`src/rtl/ssre_pkg.sv`:
```
// types, codes and constants of the stack sort/reverse engine
package ssre_pkg;

    localparam int SSRE_DEPTH = 16;
    localparam int WORD_W     = 32;
    localparam int CMD_W      = 3;
    localparam int STATUS_W   = 2;

    localparam logic [CMD_W-1:0] CMD_PUSH    = 3'd0;
    localparam logic [CMD_W-1:0] CMD_POP     = 3'd1;
    localparam logic [CMD_W-1:0] CMD_PRINT   = 3'd2;
    localparam logic [CMD_W-1:0] CMD_SORT    = 3'd3;
    localparam logic [CMD_W-1:0] CMD_REVERSE = 3'd4;

    localparam logic [STATUS_W-1:0] ST_OK    = 2'd0;
    localparam logic [STATUS_W-1:0] ST_FULL  = 2'd1;
    localparam logic [STATUS_W-1:0] ST_EMPTY = 2'd2;

    typedef enum logic [12:0] {
        S_IDLE = 13'b0000000000001,
        S_ACK  = 13'b0000000000010,
        S_PRD  = 13'b0000000000100,
        S_POUT = 13'b0000000001000,
        S_SRA  = 13'b0000000010000,
        S_SLA  = 13'b0000000100000,
        S_SRB  = 13'b0000001000000,
        S_SCMP = 13'b0000010000000,
        S_SWB  = 13'b0000100000000,
        S_RLO  = 13'b0001000000000,
        S_RHI  = 13'b0010000000000,
        S_RW1  = 13'b0100000000000,
        S_RW2  = 13'b1000000000000
    } state_t;

endpackage

```
`src/rtl/stack_sort_reverse_engine_core.sv`:
```
// top level of the bounded stack engine with push, pop, print, sort and reverse
//
//   channel | dir | tdata            | tuser                        | tlast
//   s_*     | in  | item [31:0]      | command [2:0]                | -
//   m_*     | out | value [31:0]     | has_value [0], status [2:1]  | last
//
// one command is in work at a time; s_tready is high only when the sequencer idles
// push and pop acknowledge from S_ACK, print sends one entry at a time, reverse swaps pairs
// sort runs its passes over all n entries before its acknowledgement:
// one ram read port, one compare per step
// a result waits in the output register while the next word is taken in
// reset clears the entry count; the entry ram needs no clearing
module stack_sort_reverse_engine_core #(
    parameter int DEPTH = ssre_pkg::SSRE_DEPTH
) (
    input  logic                         clk,
    input  logic                         rst_n,
    input  logic                         s_tvalid,
    output logic                         s_tready,
    input  logic [ssre_pkg::WORD_W-1:0]  s_tdata,   // item
    input  logic [ssre_pkg::CMD_W-1:0]   s_tuser,   // command
    output logic                         m_tvalid,
    input  logic                         m_tready,
    output logic [ssre_pkg::WORD_W-1:0]  m_tdata,   // value
    output logic [ssre_pkg::STATUS_W:0]  m_tuser,   // has_value, status
    output logic                         m_tlast
);

    import ssre_pkg::*;

    localparam int AW = $clog2(DEPTH);
    localparam int CW = $clog2(DEPTH + 1);

    state_t              state_reg, state_next;
    logic [CW-1:0]       count_reg, count_next;
    logic [AW-1:0]       pi_reg, pi_next;
    logic [AW-1:0]       pj_reg, pj_next;
    logic [WORD_W-1:0]   a_reg, a_next;
    logic [STATUS_W-1:0] st_reg, st_next;

    logic                m_tvalid_reg;
    logic [WORD_W-1:0]   value_reg;
    logic                has_reg;
    logic [STATUS_W-1:0] status_reg;
    logic                last_reg;

    logic                load_out;
    logic [WORD_W-1:0]   ld_value;
    logic                ld_has;
    logic [STATUS_W-1:0] ld_status;
    logic                ld_last;

    logic                we, re;
    logic [AW-1:0]       waddr, raddr;
    logic [WORD_W-1:0]   wdata, rdata;

    logic                accept, out_free;
    logic [AW-1:0]       top_idx;

    assign s_tready = (state_reg == S_IDLE);
    assign accept   = s_tvalid && s_tready;
    assign out_free = !m_tvalid_reg || m_tready;
    assign top_idx  = count_reg[AW-1:0] - AW'(1);

    ssre_ram #(
        .WIDTH (WORD_W),
        .DEPTH (DEPTH)
    ) u_ram (
        .clk   (clk),
        .we    (we),
        .waddr (waddr),
        .wdata (wdata),
        .re    (re),
        .raddr (raddr),
        .rdata (rdata)
    );

    always_comb
    begin
        state_next = state_reg;
        count_next = count_reg;
        pi_next    = pi_reg;
        pj_next    = pj_reg;
        a_next     = a_reg;
        st_next    = st_reg;
        we         = 1'b0;
        waddr      = '0;
        wdata      = '0;
        re         = 1'b0;
        raddr      = '0;
        load_out   = 1'b0;
        ld_value   = '0;
        ld_has     = 1'b0;
        ld_status  = ST_OK;
        ld_last    = 1'b1;

        unique case (state_reg)
            S_IDLE:
            begin
                if (accept)
                begin
                    st_next = ST_OK;
                    unique case (s_tuser)
                        CMD_PUSH:
                        begin
                            if (count_reg == CW'(DEPTH))
                            begin
                                st_next = ST_FULL;
                            end
                            else
                            begin
                                we         = 1'b1;
                                waddr      = count_reg[AW-1:0];
                                wdata      = s_tdata;
                                count_next = count_reg + CW'(1);
                            end
                            state_next = S_ACK;
                        end
                        CMD_POP:
                        begin
                            if (count_reg == '0)
                            begin
                                st_next = ST_EMPTY;
                            end
                            else
                            begin
                                count_next = count_reg - CW'(1);
                            end
                            state_next = S_ACK;
                        end
                        CMD_PRINT:
                        begin
                            if (count_reg == '0)
                            begin
                                state_next = S_ACK;
                            end
                            else
                            begin
                                pi_next    = top_idx;
                                state_next = S_PRD;
                            end
                        end
                        CMD_SORT:
                        begin
                            if (count_reg == '0)
                            begin
                                state_next = S_ACK;
                            end
                            else
                            begin
                                pi_next    = top_idx;
                                state_next = S_SRA;
                            end
                        end
                        CMD_REVERSE:
                        begin
                            if (count_reg < CW'(2))
                            begin
                                state_next = S_ACK;
                            end
                            else
                            begin
                                pi_next    = '0;
                                pj_next    = top_idx;
                                state_next = S_RLO;
                            end
                        end
                        default:
                        begin
                            // unused codes are dropped without a result
                            state_next = S_IDLE;
                        end
                    endcase
                end
            end
            S_ACK:
            begin
                if (out_free)
                begin
                    load_out   = 1'b1;
                    ld_status  = st_reg;
                    state_next = S_IDLE;
                end
            end
            S_PRD:
            begin
                re         = 1'b1;
                raddr      = pi_reg;
                state_next = S_POUT;
            end
            S_POUT:
            begin
                // read data holds while the output register is busy
                if (out_free)
                begin
                    load_out = 1'b1;
                    ld_value = rdata;
                    ld_has   = 1'b1;
                    ld_last  = (pi_reg == '0);
                    if (pi_reg == '0)
                    begin
                        state_next = S_IDLE;
                    end
                    else
                    begin
                        pi_next    = pi_reg - AW'(1);
                        state_next = S_PRD;
                    end
                end
            end
            S_SRA:
            begin
                re         = 1'b1;
                raddr      = pi_reg;
                pj_next    = top_idx;
                state_next = S_SLA;
            end
            S_SLA:
            begin
                a_next     = rdata;
                state_next = S_SRB;
            end
            S_SRB:
            begin
                // comparing an entry with itself never swaps
                if (pj_reg == pi_reg)
                begin
                    if (pj_reg == '0)
                    begin
                        state_next = S_SWB;
                    end
                    else
                    begin
                        pj_next = pj_reg - AW'(1);
                    end
                end
                else
                begin
                    re         = 1'b1;
                    raddr      = pj_reg;
                    state_next = S_SCMP;
                end
            end
            S_SCMP:
            begin
                // the i-side entry lives in a_reg until the inner pass ends
                if ($signed(rdata) > $signed(a_reg))
                begin
                    we     = 1'b1;
                    waddr  = pj_reg;
                    wdata  = a_reg;
                    a_next = rdata;
                end
                if (pj_reg == '0)
                begin
                    state_next = S_SWB;
                end
                else
                begin
                    pj_next    = pj_reg - AW'(1);
                    state_next = S_SRB;
                end
            end
            S_SWB:
            begin
                we    = 1'b1;
                waddr = pi_reg;
                wdata = a_reg;
                if (pi_reg == '0)
                begin
                    state_next = S_ACK;
                end
                else
                begin
                    pi_next    = pi_reg - AW'(1);
                    state_next = S_SRA;
                end
            end
            S_RLO:
            begin
                re         = 1'b1;
                raddr      = pi_reg;
                state_next = S_RHI;
            end
            S_RHI:
            begin
                a_next     = rdata;
                re         = 1'b1;
                raddr      = pj_reg;
                state_next = S_RW1;
            end
            S_RW1:
            begin
                we         = 1'b1;
                waddr      = pi_reg;
                wdata      = rdata;
                state_next = S_RW2;
            end
            S_RW2:
            begin
                we    = 1'b1;
                waddr = pj_reg;
                wdata = a_reg;
                if ((pi_reg + AW'(1)) < (pj_reg - AW'(1)))
                begin
                    pi_next    = pi_reg + AW'(1);
                    pj_next    = pj_reg - AW'(1);
                    state_next = S_RLO;
                end
                else
                begin
                    state_next = S_ACK;
                end
            end
            default:
            begin
                state_next = S_IDLE;
            end
        endcase
    end

    always_ff @(posedge clk or negedge rst_n)
    begin
        if (!rst_n)
        begin
            state_reg    <= S_IDLE;
            count_reg    <= '0;
            m_tvalid_reg <= 1'b0;
        end
        else
        begin
            state_reg <= state_next;
            count_reg <= count_next;
            if (load_out)
            begin
                m_tvalid_reg <= 1'b1;
            end
            else if (m_tready)
            begin
                m_tvalid_reg <= 1'b0;
            end
        end
    end

    always_ff @(posedge clk)
    begin
        pi_reg <= pi_next;
        pj_reg <= pj_next;
        a_reg  <= a_next;
        st_reg <= st_next;
        if (load_out)
        begin
            value_reg  <= ld_value;
            has_reg    <= ld_has;
            status_reg <= ld_status;
            last_reg   <= ld_last;
        end
    end

    assign m_tvalid = m_tvalid_reg;
    assign m_tdata  = value_reg;
    assign m_tuser  = {status_reg, has_reg};
    assign m_tlast  = last_reg;

endmodule

```
`src/rtl/ssre_ram.sv`:
```
// generic single-write, single-read ram with registered read data
module ssre_ram #(
    parameter int WIDTH = ssre_pkg::WORD_W,
    parameter int DEPTH = ssre_pkg::SSRE_DEPTH
) (
    input  logic                     clk,
    input  logic                     we,
    input  logic [$clog2(DEPTH)-1:0] waddr,
    input  logic [WIDTH-1:0]         wdata,
    input  logic                     re,
    input  logic [$clog2(DEPTH)-1:0] raddr,
    output logic [WIDTH-1:0]         rdata
);

    logic [WIDTH-1:0] mem [DEPTH];

    always_ff @(posedge clk)
    begin
        if (we)
        begin
            mem[waddr] <= wdata;
        end
        if (re)
        begin
            rdata <= mem[raddr];
        end
    end

endmodule

```
`config.mk`:
```
export PLATFORM = sky130hd
export DESIGN_NAME = stack_sort_reverse_engine_core
export DESIGN_NICKNAME = d
export VERILOG_FILES = /design/src/rtl/ssre_pkg.sv /design/src/rtl/stack_sort_reverse_engine_core.sv /design/src/rtl/ssre_ram.sv
export SDC_FILE = /design/constraint.sdc
export NUM_CORES = 1
export LEC_CHECK = 0
export BUFFER_PORTS_ARGS = -buffer_cell sky130_fd_sc_hd__buf_4
export CORE_MARGIN = 2
export CORE_UTILIZATION = 44
export CTS_BUF_LIST = sky130_fd_sc_hd__clkbuf_16
export CTS_CLUSTER_SIZE = 25
export DETAILED_ROUTE_END_ITERATION = 8
export PLACE_DENSITY = 0.67
export SLEW_MARGIN = 20
export SYNTH_ARGS = -nofsm -noshare
export SYNTH_HDL_FRONTEND = slang
export SYNTH_SLANG_ARGS = --single-unit
```
`constraint.sdc`:
```
create_clock -name clk -period 5.9 [get_ports clk]
set_input_delay 1.77 -clock clk [delete_from_list [all_inputs] [get_ports clk]]
set_output_delay 1.77 -clock clk [all_outputs]
set_load 0.05 [all_outputs]
```
Yosys cells after proc, flatten, opt, wreduce, memory -nomap -nowiden:

Memory sizes are Yosys's and may differ from the RTL's. A register that Yosys moved wholly into a read port is not among the register bits.
Index checks and enable logic that the tools add are counted.

* eq/ne operators: 33
* magnitude comparators: 3
* mux-type cells: 62
* $add $sub $neg: 6
* reduce and logical (&&, ||, !) cells: 29

Operators by type and width (number)
* 13-bit case mux with 13 select lines: 1
* 32-bit two-way mux: 5
* 32-bit case mux with 4 select lines: 1
* 4-bit two-way mux: 17
* 13-bit two-way mux: 5
* 32-bit case mux with 2 select lines: 1
* 10-bit case mux with 4 select lines: 1
* 32-bit greater-than comparator: 1
* 4-bit case mux with 4 select lines: 2
* 10-bit two-way mux: 2
* 5-bit two-way mux: 4
* 4-bit case mux with 5 select lines: 1
* 2-bit inequality test, second input constant: 8
* 13-bit by 1-bit equality test with 1-bit output, second input constant: 1
* 13-bit by 10-bit equality test with 1-bit output, second input constant: 1
* 13-bit by 11-bit equality test with 1-bit output, second input constant: 1
* 13-bit by 12-bit equality test with 1-bit output, second input constant: 1
* 13-bit equality test, second input constant: 1
* 13-bit by 2-bit equality test with 1-bit output, second input constant: 1
* 13-bit by 3-bit equality test with 1-bit output, second input constant: 1
* 13-bit by 4-bit equality test with 1-bit output, second input constant: 1
* 13-bit by 5-bit equality test with 1-bit output, second input constant: 1
* 13-bit by 6-bit equality test with 1-bit output, second input constant: 1
* 13-bit by 7-bit equality test with 1-bit output, second input constant: 1
* 43 further kinds: 73

* memories: 1
* input bits: 39
* bits in registers: 97
* output and inout port bits: 38
* logic and storage cells: 145
* memory bits (writable): 512

Memory list
* u_ram.mem: depth 16, bits a word 32, read ports 1, clocked after Yosys merged registers in 1, write ports 1, RTL line ssre_ram.sv:15 `logic [WIDTH-1:0] mem [DEPTH];`

Depth between registers and ports, before layout:

Gate-level depths: netlist of the first run.

* depth in word-level cells: 7
* depth in mapped cells: 14
* gate-level depth less buffers: 10

Hierarchy:

A second synthesis of the first run with hierarchy kept.

* cells, all modules: 1411
* area, all modules: 26205.1 um^2

Modules (own cells, without submodules)
* ssre_ram: seq. area each 16335.7 um^2, area an instance 20155.6 um^2, instances 1, cells each 838
* stack_sort_reverse_engine_core: seq. area each 2819.0 um^2, area an instance 6049.6 um^2, instances 1, cells each 573

Worst setup path before layout of the first run:

OpenSTA, ideal clock, no wires.

* path type: input to register
* from: input port s_tuser[0] (netlist name)
* to: memory u_ram.mem[2][0] (netlist name), enable pin
* required time: 5.399 ns
* arrival: 5.763 ns
* buffers on the path: 0
* slack: -0.365 ns
* stages on the path: 6
* library setup time: 0.501 ns
* cells stage by stage: nor2_1 and4_1 a21o_1 a41o_1 or2_1 nor4_1

* cells in the longest elaborated chain, start to end: 6
* elaborated cells between the ends (all ways): 9
* those cells by class: 8 x mux; 1 x reduce/logical

RTL lines
* start, declared: RTL line stack_sort_reverse_engine_core.sv:21 `input logic [ssre_pkg::CMD_W-1:0] s_tuser,`
* 3-bit zero test (*): RTL line stack_sort_reverse_engine_core.sv:103 `unique case (s_tuser)`
* 1-bit two-way mux: RTL line stack_sort_reverse_engine_core.sv:103
* 1-bit two-way mux: RTL line stack_sort_reverse_engine_core.sv:100 `if (accept)`
* 1-bit case mux with 3 select lines: RTL line stack_sort_reverse_engine_core.sv:97 `unique case (state_reg)`
* 1-bit two-way mux: RTL line ssre_ram.sv:19 `if (we)`
* 1-bit two-way mux (not written as such): RTL line ssre_ram.sv:21 `mem[waddr] <= wdata;`
* end, declared: RTL line ssre_ram.sv:15

Every way passes the cells marked *; elsewhere a longest branch is shown, timed or not.

Worst setup path after layout of the first run:

* from: register u_ram.rdata[23], read port of u_ram.mem
* to: memory u_ram.mem[15][14] (netlist name) (data pin)

* cells in the longest elaborated chain, start to end: 3

RTL lines
* start, declared: RTL line ssre_ram.sv:12 `output logic [WIDTH-1:0] rdata`
* 32-bit greater-than comparator: RTL line stack_sort_reverse_engine_core.sv:247 `if ($signed(rdata) > $signed(a_reg))`
* 32-bit two-way mux: RTL line stack_sort_reverse_engine_core.sv:247
* 32-bit case mux with 4 select lines: RTL line stack_sort_reverse_engine_core.sv:97
* net u_ram.wdata[14]: RTL line ssre_ram.sv:9 `input logic [WIDTH-1:0] wdata,`

The timed path passes the listed nets, and every way through them passes these cells.

==> results_dict.tcl, run 1 <==
set metrics [dict create \
    violations "design-rule violations" \
    critPathKind "flip-flop to flip-flop" \
    yosys.cell_count.top_type "edfxtp_1" \
    synth_cells 1560 \
    synth_top_area_share 0.696 \
    netlist_area_mm2 0.0268 \
    grt_overflow_total 0 \
    worst_ir_drop_vdd_v 0.000199 \
    drtPass1Iterations 7 \
    tns_ns 0 \
    p_leak_nw 12.2 \
    htreeDepth 3 \
    gp_congestion 0.863 \
    clk_pin_slew_ns 0.06 \
    drv_cap 0 \
    synth_seq_area_share 0.713 \
    cts-resized-gates 0 \
    grt_pass1_vias 14800 \
    synth.distinct_cells 72 \
    largest_register "u_ram.mem" \
    slew_violations 0 \
    rows 90 \
    grt_max_degree 81 \
    dieArea_mm2 0.0630 \
    dp_cells 2404 \
    routed_wl_mm 62.4 \
    fin_nets 1777 \
    cts-root-buf "clkbuf_16" \
    cp.arrival_ns 4.71 \
    viasPerCell 5.83 \
    ant_nets 0 \
    hold_class "flip-flop to flip-flop" \
    cts_num_sinks 641 \
    drt_drc_violations_left 1 \
    rsz0062_at_grt "no" \
    dp_slack_ns 1.19 \
    avgSynthCellArea_um2 17.2 \
    antenna_found_initial 2 \
    finalCritPeriodShare 0.742 \
    grtUsageTotal 0.200 \
    synth-seq-cells 641 \
    grt_pass1_wl_mm 94.0 \
    core_mm2 0.0604 \
    largest_reg_flops 512 \
    cts_made_buffers 69 \
    hold_slack_ns 0.481 \
    n_antenna_cell 0 \
    final_util 0.513 \
    cts_setup_buffers 0 \
    yosys.area.top_type "edfxtp_1" \
    min_period_ns 4.38 \
    port_buffers 76 \
    cts.path.max_buffers 3 \
    drt_iter0_drc 1497 \
    hold_viol 0 \
    cp_max_fo 16 \
    final.setup.worst_slack_ns 1.52 \
    hold_buffers 0 \
    status "finished, violations left" \
    syn_nets 1644 \
    nFillCells 4843 \
    insertion_delay_ns 0.61 \
    cp.required_ns 6.24 \
    hpwl_mm 37.3 \
    stdcell_count 2529 \
    die_h_um 251 \
    ioPinCount 77 \
    power_density_mw_per_mm2 353 \
    synth-main-ff-cell "edfxtp_1" \
    max_slew_margin 0.223 \
    area_growth_pct 15.3 \
    fp.dieW_um 251 \
    end_kind "flip-flop" \
    synth_enable_flop_cells 622 \
    fin_skew_ns 0.0230 \
    yosysWarnings 0 \
    tightest_slew_ns 1.16 \
    finalSetupViolCount 0 \
    initial_utilization 0.445 \
    synthTopCellsByArea "edfxtp_1, mux2i_1, mux4_2" \
    via_count 14700 \
    async_flop_share 0.0296 \
    start_kind "flip-flop" \
    routedWlPerCell_um 24.7 \
    cts_tree "done" \
    max_freq_mhz 229 \
    layout-drive-gt1-share 0.199 \
    synthTopCellsByCount "edfxtp_1, mux2i_1, mux4_2" \
]
==> routing by layer <==
layer / vias up / GRT usage / wire length [µm]
met1: 7634 / 0.289 / 28000
met5: - / 0 / 0
met4: 0 / 0.0597 / 1230
met2: 514 / 0.311 / 29100
li1: 6518 / - / -
met3: 83 / 0.0372 / 4060
==> critical path: stages, from the launching register on <==
cell	delay (ns)
edfxtp_1	0.44
ha_1	0.36
nand4_1	0.30
nor4_1	0.78
a211oi_1	0.33
a31oi_1	0.28
and2_1	0.69
buf_4	0.37
buf_4	0.24
o21ai_0	0.10
buf_4	0.20
==> per-stage QoR <==
| step | power (mW) | instance area, µm² |
|---|---|---|
| 2_1_floorplan | 6.37 | 26900 |
| 5_1_grt | 11.3 | 31000 |
| 3_5_place_dp | 6.84 | 28700 |
| 6_report | 10.9 | 31000 |
| 4_1_cts | 11.0 | 30900 |
| 3_3_place_gp | 6.82 | 28700 |
==> cell type report <==
| class | instances | area (µm²) | share of cell area |
|---|---|---|---|
| flip-flops and latches | 641 | 19200 | 0.619 |
| multi-input cells | 791 | 7300 | 0.236 |
| clock buffers | 72 | 1800 | 0.0582 |
| repair buffers | 140 | 1140 | 0.0368 |
| well taps | 782 | 978 | 0.0316 |
| clock inverters | 53 | 398 | 0.0129 |
| inverters | 50 | 188 | 0.00606 |
==> path summary, 6_finish.rpt <==
check,startpoint,endpoint,slack [ns],depth (start not counted)
setup / recovery,u_ram.rdata[23],u_ram.mem[15][14],1.52,10
hold / removal,u_ram.rdata[0],a_reg[0],0.48,0
setup reg to reg,u_ram.rdata[23],u_ram.mem[15][14],1.52,10
hold reg to reg,u_ram.rdata[0],a_reg[0],0.48,0
max in group asynchronous,rst_n,state_reg[0],4.58,1
min in group asynchronous,rst_n,count_reg[3],1.04,1
==> report_power, final <==
group	internal [mW]	switching (mW)
clock network	2.44	1.74
registers	5.18	0.128
logic	0.541	0.915
total	8.15	2.78
==> cells in the final DEF, fill, tap and decap left out, drive strengths merged, types with 5 or more instances in the layout <==
| cell type | count |
|---|---|
| ha | 44 |
| nand4 | 12 |
| clkinv | 29 |
| a22oi | 39 |
| a21o | 11 |
| mux4 | 64 |
| o21ai | 54 |
| mux2i | 226 |
| and2 | 8 |
| clkbuf | 72 |
| and3 | 31 |
| edfxtp | 622 |
| nor3 | 15 |
| nor2 | 50 |
| nand2 | 26 |
| nor4 | 7 |
| nand3 | 10 |
| dfrtp | 18 |
| a211oi | 5 |
| nor2b | 7 |
| inv | 65 |
| xor2 | 5 |
| o22ai | 36 |
| buf | 140 |
| nand2b | 9 |
| a21oi | 61 |
| bufinv | 5 |
| xnor2 | 10 |
==> kinds of logic (layout without fill, tap and decap cells) <==
kind of cell | count (synthesis) | after routing | synth area share
buffers and inverters | 128 | 315 | 0.0226
XOR/XNOR | 15 | 15 | 0.00489
multiplexers | 290 | 290 | 0.138
AO/OA/AOI/OAI | 240 | 240 | 0.0581
AND/OR/NAND/NOR | 201 | 201 | 0.0418
flip-flops | 641 | 641 | 0.713
adder cells (fa/ha/maj) | 45 | 45 | 0.0213
(Power assumes the default switching activity.)
==> run 2: changes to the inputs <==
==> constraint.sdc (replaced) <==
create_clock -name clk -period 4 [get_ports clk]
set_input_delay 1.2 -clock clk [delete_from_list [all_inputs] [get_ports clk]]
set_output_delay 1.2 -clock clk [all_outputs]
set_load 0.05 [all_outputs]
==> results_dict.tcl, run 2 (same netlist as run 1, synthesis figures left out) <==
set metrics [dict create \
    largest_register "u_ram.mem" \
    cp.arrival_ns 2.48 \
    power_density_mw_per_mm2 501 \
    cts_made_buffers 66 \
    p_leak_nw 12.5 \
    clk_pin_slew_ns 0.06 \
    slew_violations 0 \
    end_kind "primary output" \
    grt_pass1_vias 15000 \
    area_growth_pct 17.3 \
    drt_iter0_drc 1738 \
    start_kind "flip-flop" \
    routed_wl_mm 64.3 \
    grtUsageTotal 0.204 \
    dieArea_mm2 0.0630 \
    r2r_slack_ns 0.36 \
    worst_ir_drop_vdd_v 0.000242 \
    layout-drive-gt1-share 0.214 \
    finalCritPeriodShare 0.920 \
    initial_utilization 0.445 \
    finalSetupViolCount 0 \
    critPathKind "flip-flop to primary output" \
    grt_max_degree 67 \
    max_slew_margin 0.387 \
    die_h_um 251 \
    ant_nets 0 \
    status "completed" \
    cts-root-buf "clkbuf_16" \
    cts_setup_buffers 0 \
    fp.dieW_um 251 \
    min_period_ns 3.68 \
    hold_viol 0 \
    viasPerCell 5.83 \
    cts.path.max_buffers 3 \
    fin_nets 1821 \
    rows 90 \
    largest_reg_flops 512 \
    fin_skew_ns 0.0359 \
    hold_buffers 0 \
    dp_slack_ns 0.369 \
    final.setup.worst_slack_ns 0.318 \
    antenna_found_initial 0 \
    nFillCells 4762 \
    rsz0062_at_grt "no" \
    cp_max_fo 12 \
    grt_overflow_total 0 \
    max_freq_mhz 272 \
    final_util 0.522 \
    ff2ff_path_depth 7 \
    hold_class "primary input to asynchronous set/reset pin" \
    drv_cap 0 \
    n_antenna_cell 0 \
    insertion_delay_ns 0.61 \
    hpwl_mm 39.3 \
    routedWlPerCell_um 25.1 \
    grt_pass1_wl_mm 95.1 \
    drt_drc_violations_left 0 \
    cts_num_sinks 641 \
    cts_tree "done" \
    ioPinCount 77 \
    drtPass1Iterations 5 \
    final_common_cell "edfxtp_1" \
    port_buffers 76 \
    gp_congestion 0.870 \
    cp.required_ns 2.80 \
    cts-resized-gates 0 \
    via_count 14900 \
    tightest_slew_ns 0.917 \
    most-common-layout-cells "edfxtp_1, mux2i_1, buf_4" \
    core_mm2 0.0604 \
    htreeDepth 3 \
]
==> run 2: critical path: stages, from the launching register on <==
cell and delay [ns]:
dfrtp_1 0.46, nor3_2 0.56, nand4_1 0.21, nor3b_1 0.22, buf_4 0.21, buf_4 0.22
==> run 2: layout make-up <==
class	instances	area, µm²	share of cell area
multi-input combinational	791	7290	0.232
timing repair buffer	187	1890	0.0601
tap	782	978	0.0311
inverter	50	188	0.00596
clock buffer	67	1680	0.0532
clock inverter	45	309	0.00981
sequential	641	19200	0.608
==> run 2: routing by layer <==
metal | up-vias | wire length (µm) | GRT usage
met2 | 612 | 30100 | 0.319
met4 | 0 | 1360 | 0.0648
li1 | 6595 | - | -
met5 | - | 0 | 0
met3 | 91 | 5170 | 0.0463
met1 | 7650 | 27600 | 0.286
==> run 2: through the flow <==
step | instance area, µm² | instances | power, mW | hold slack [ns] | TNS, ns
5_1_grt | 31500 | 2563 | 16.3 | 0.473 | 0
6_report | 31500 | 2563 | 15.8 | 0.466 | 0
4_1_cts | 31500 | 2563 | 15.9 | 0.452 | 0
3_3_place_gp | 29500 | 2451 | 10.1 | 0.480 | 0
3_5_place_dp | 29500 | 2451 | 10.2 | 0.490 | 0
2_1_floorplan | 26900 | 1560 | 9.40 | 0.451 | -0.756
==> run 2: final timing paths <==
path | startpoint | end
hold reg to reg | u_ram.rdata[30] | a_reg[30]
hold / removal | rst_n | count_reg[3]
setup reg to reg | state_reg[3] | u_ram.mem[3][0]
setup / recovery | state_reg[3] | s_tready
max in group asynchronous | rst_n | state_reg[0]
min in group clk | u_ram.rdata[30] | a_reg[30]
==> run 2: where the power goes <==
part           total, mW  internal [mW]  switching [mW]
logic               2.27          0.863            1.41
clock network       5.71           3.19            2.52
registers           7.79           7.63           0.162
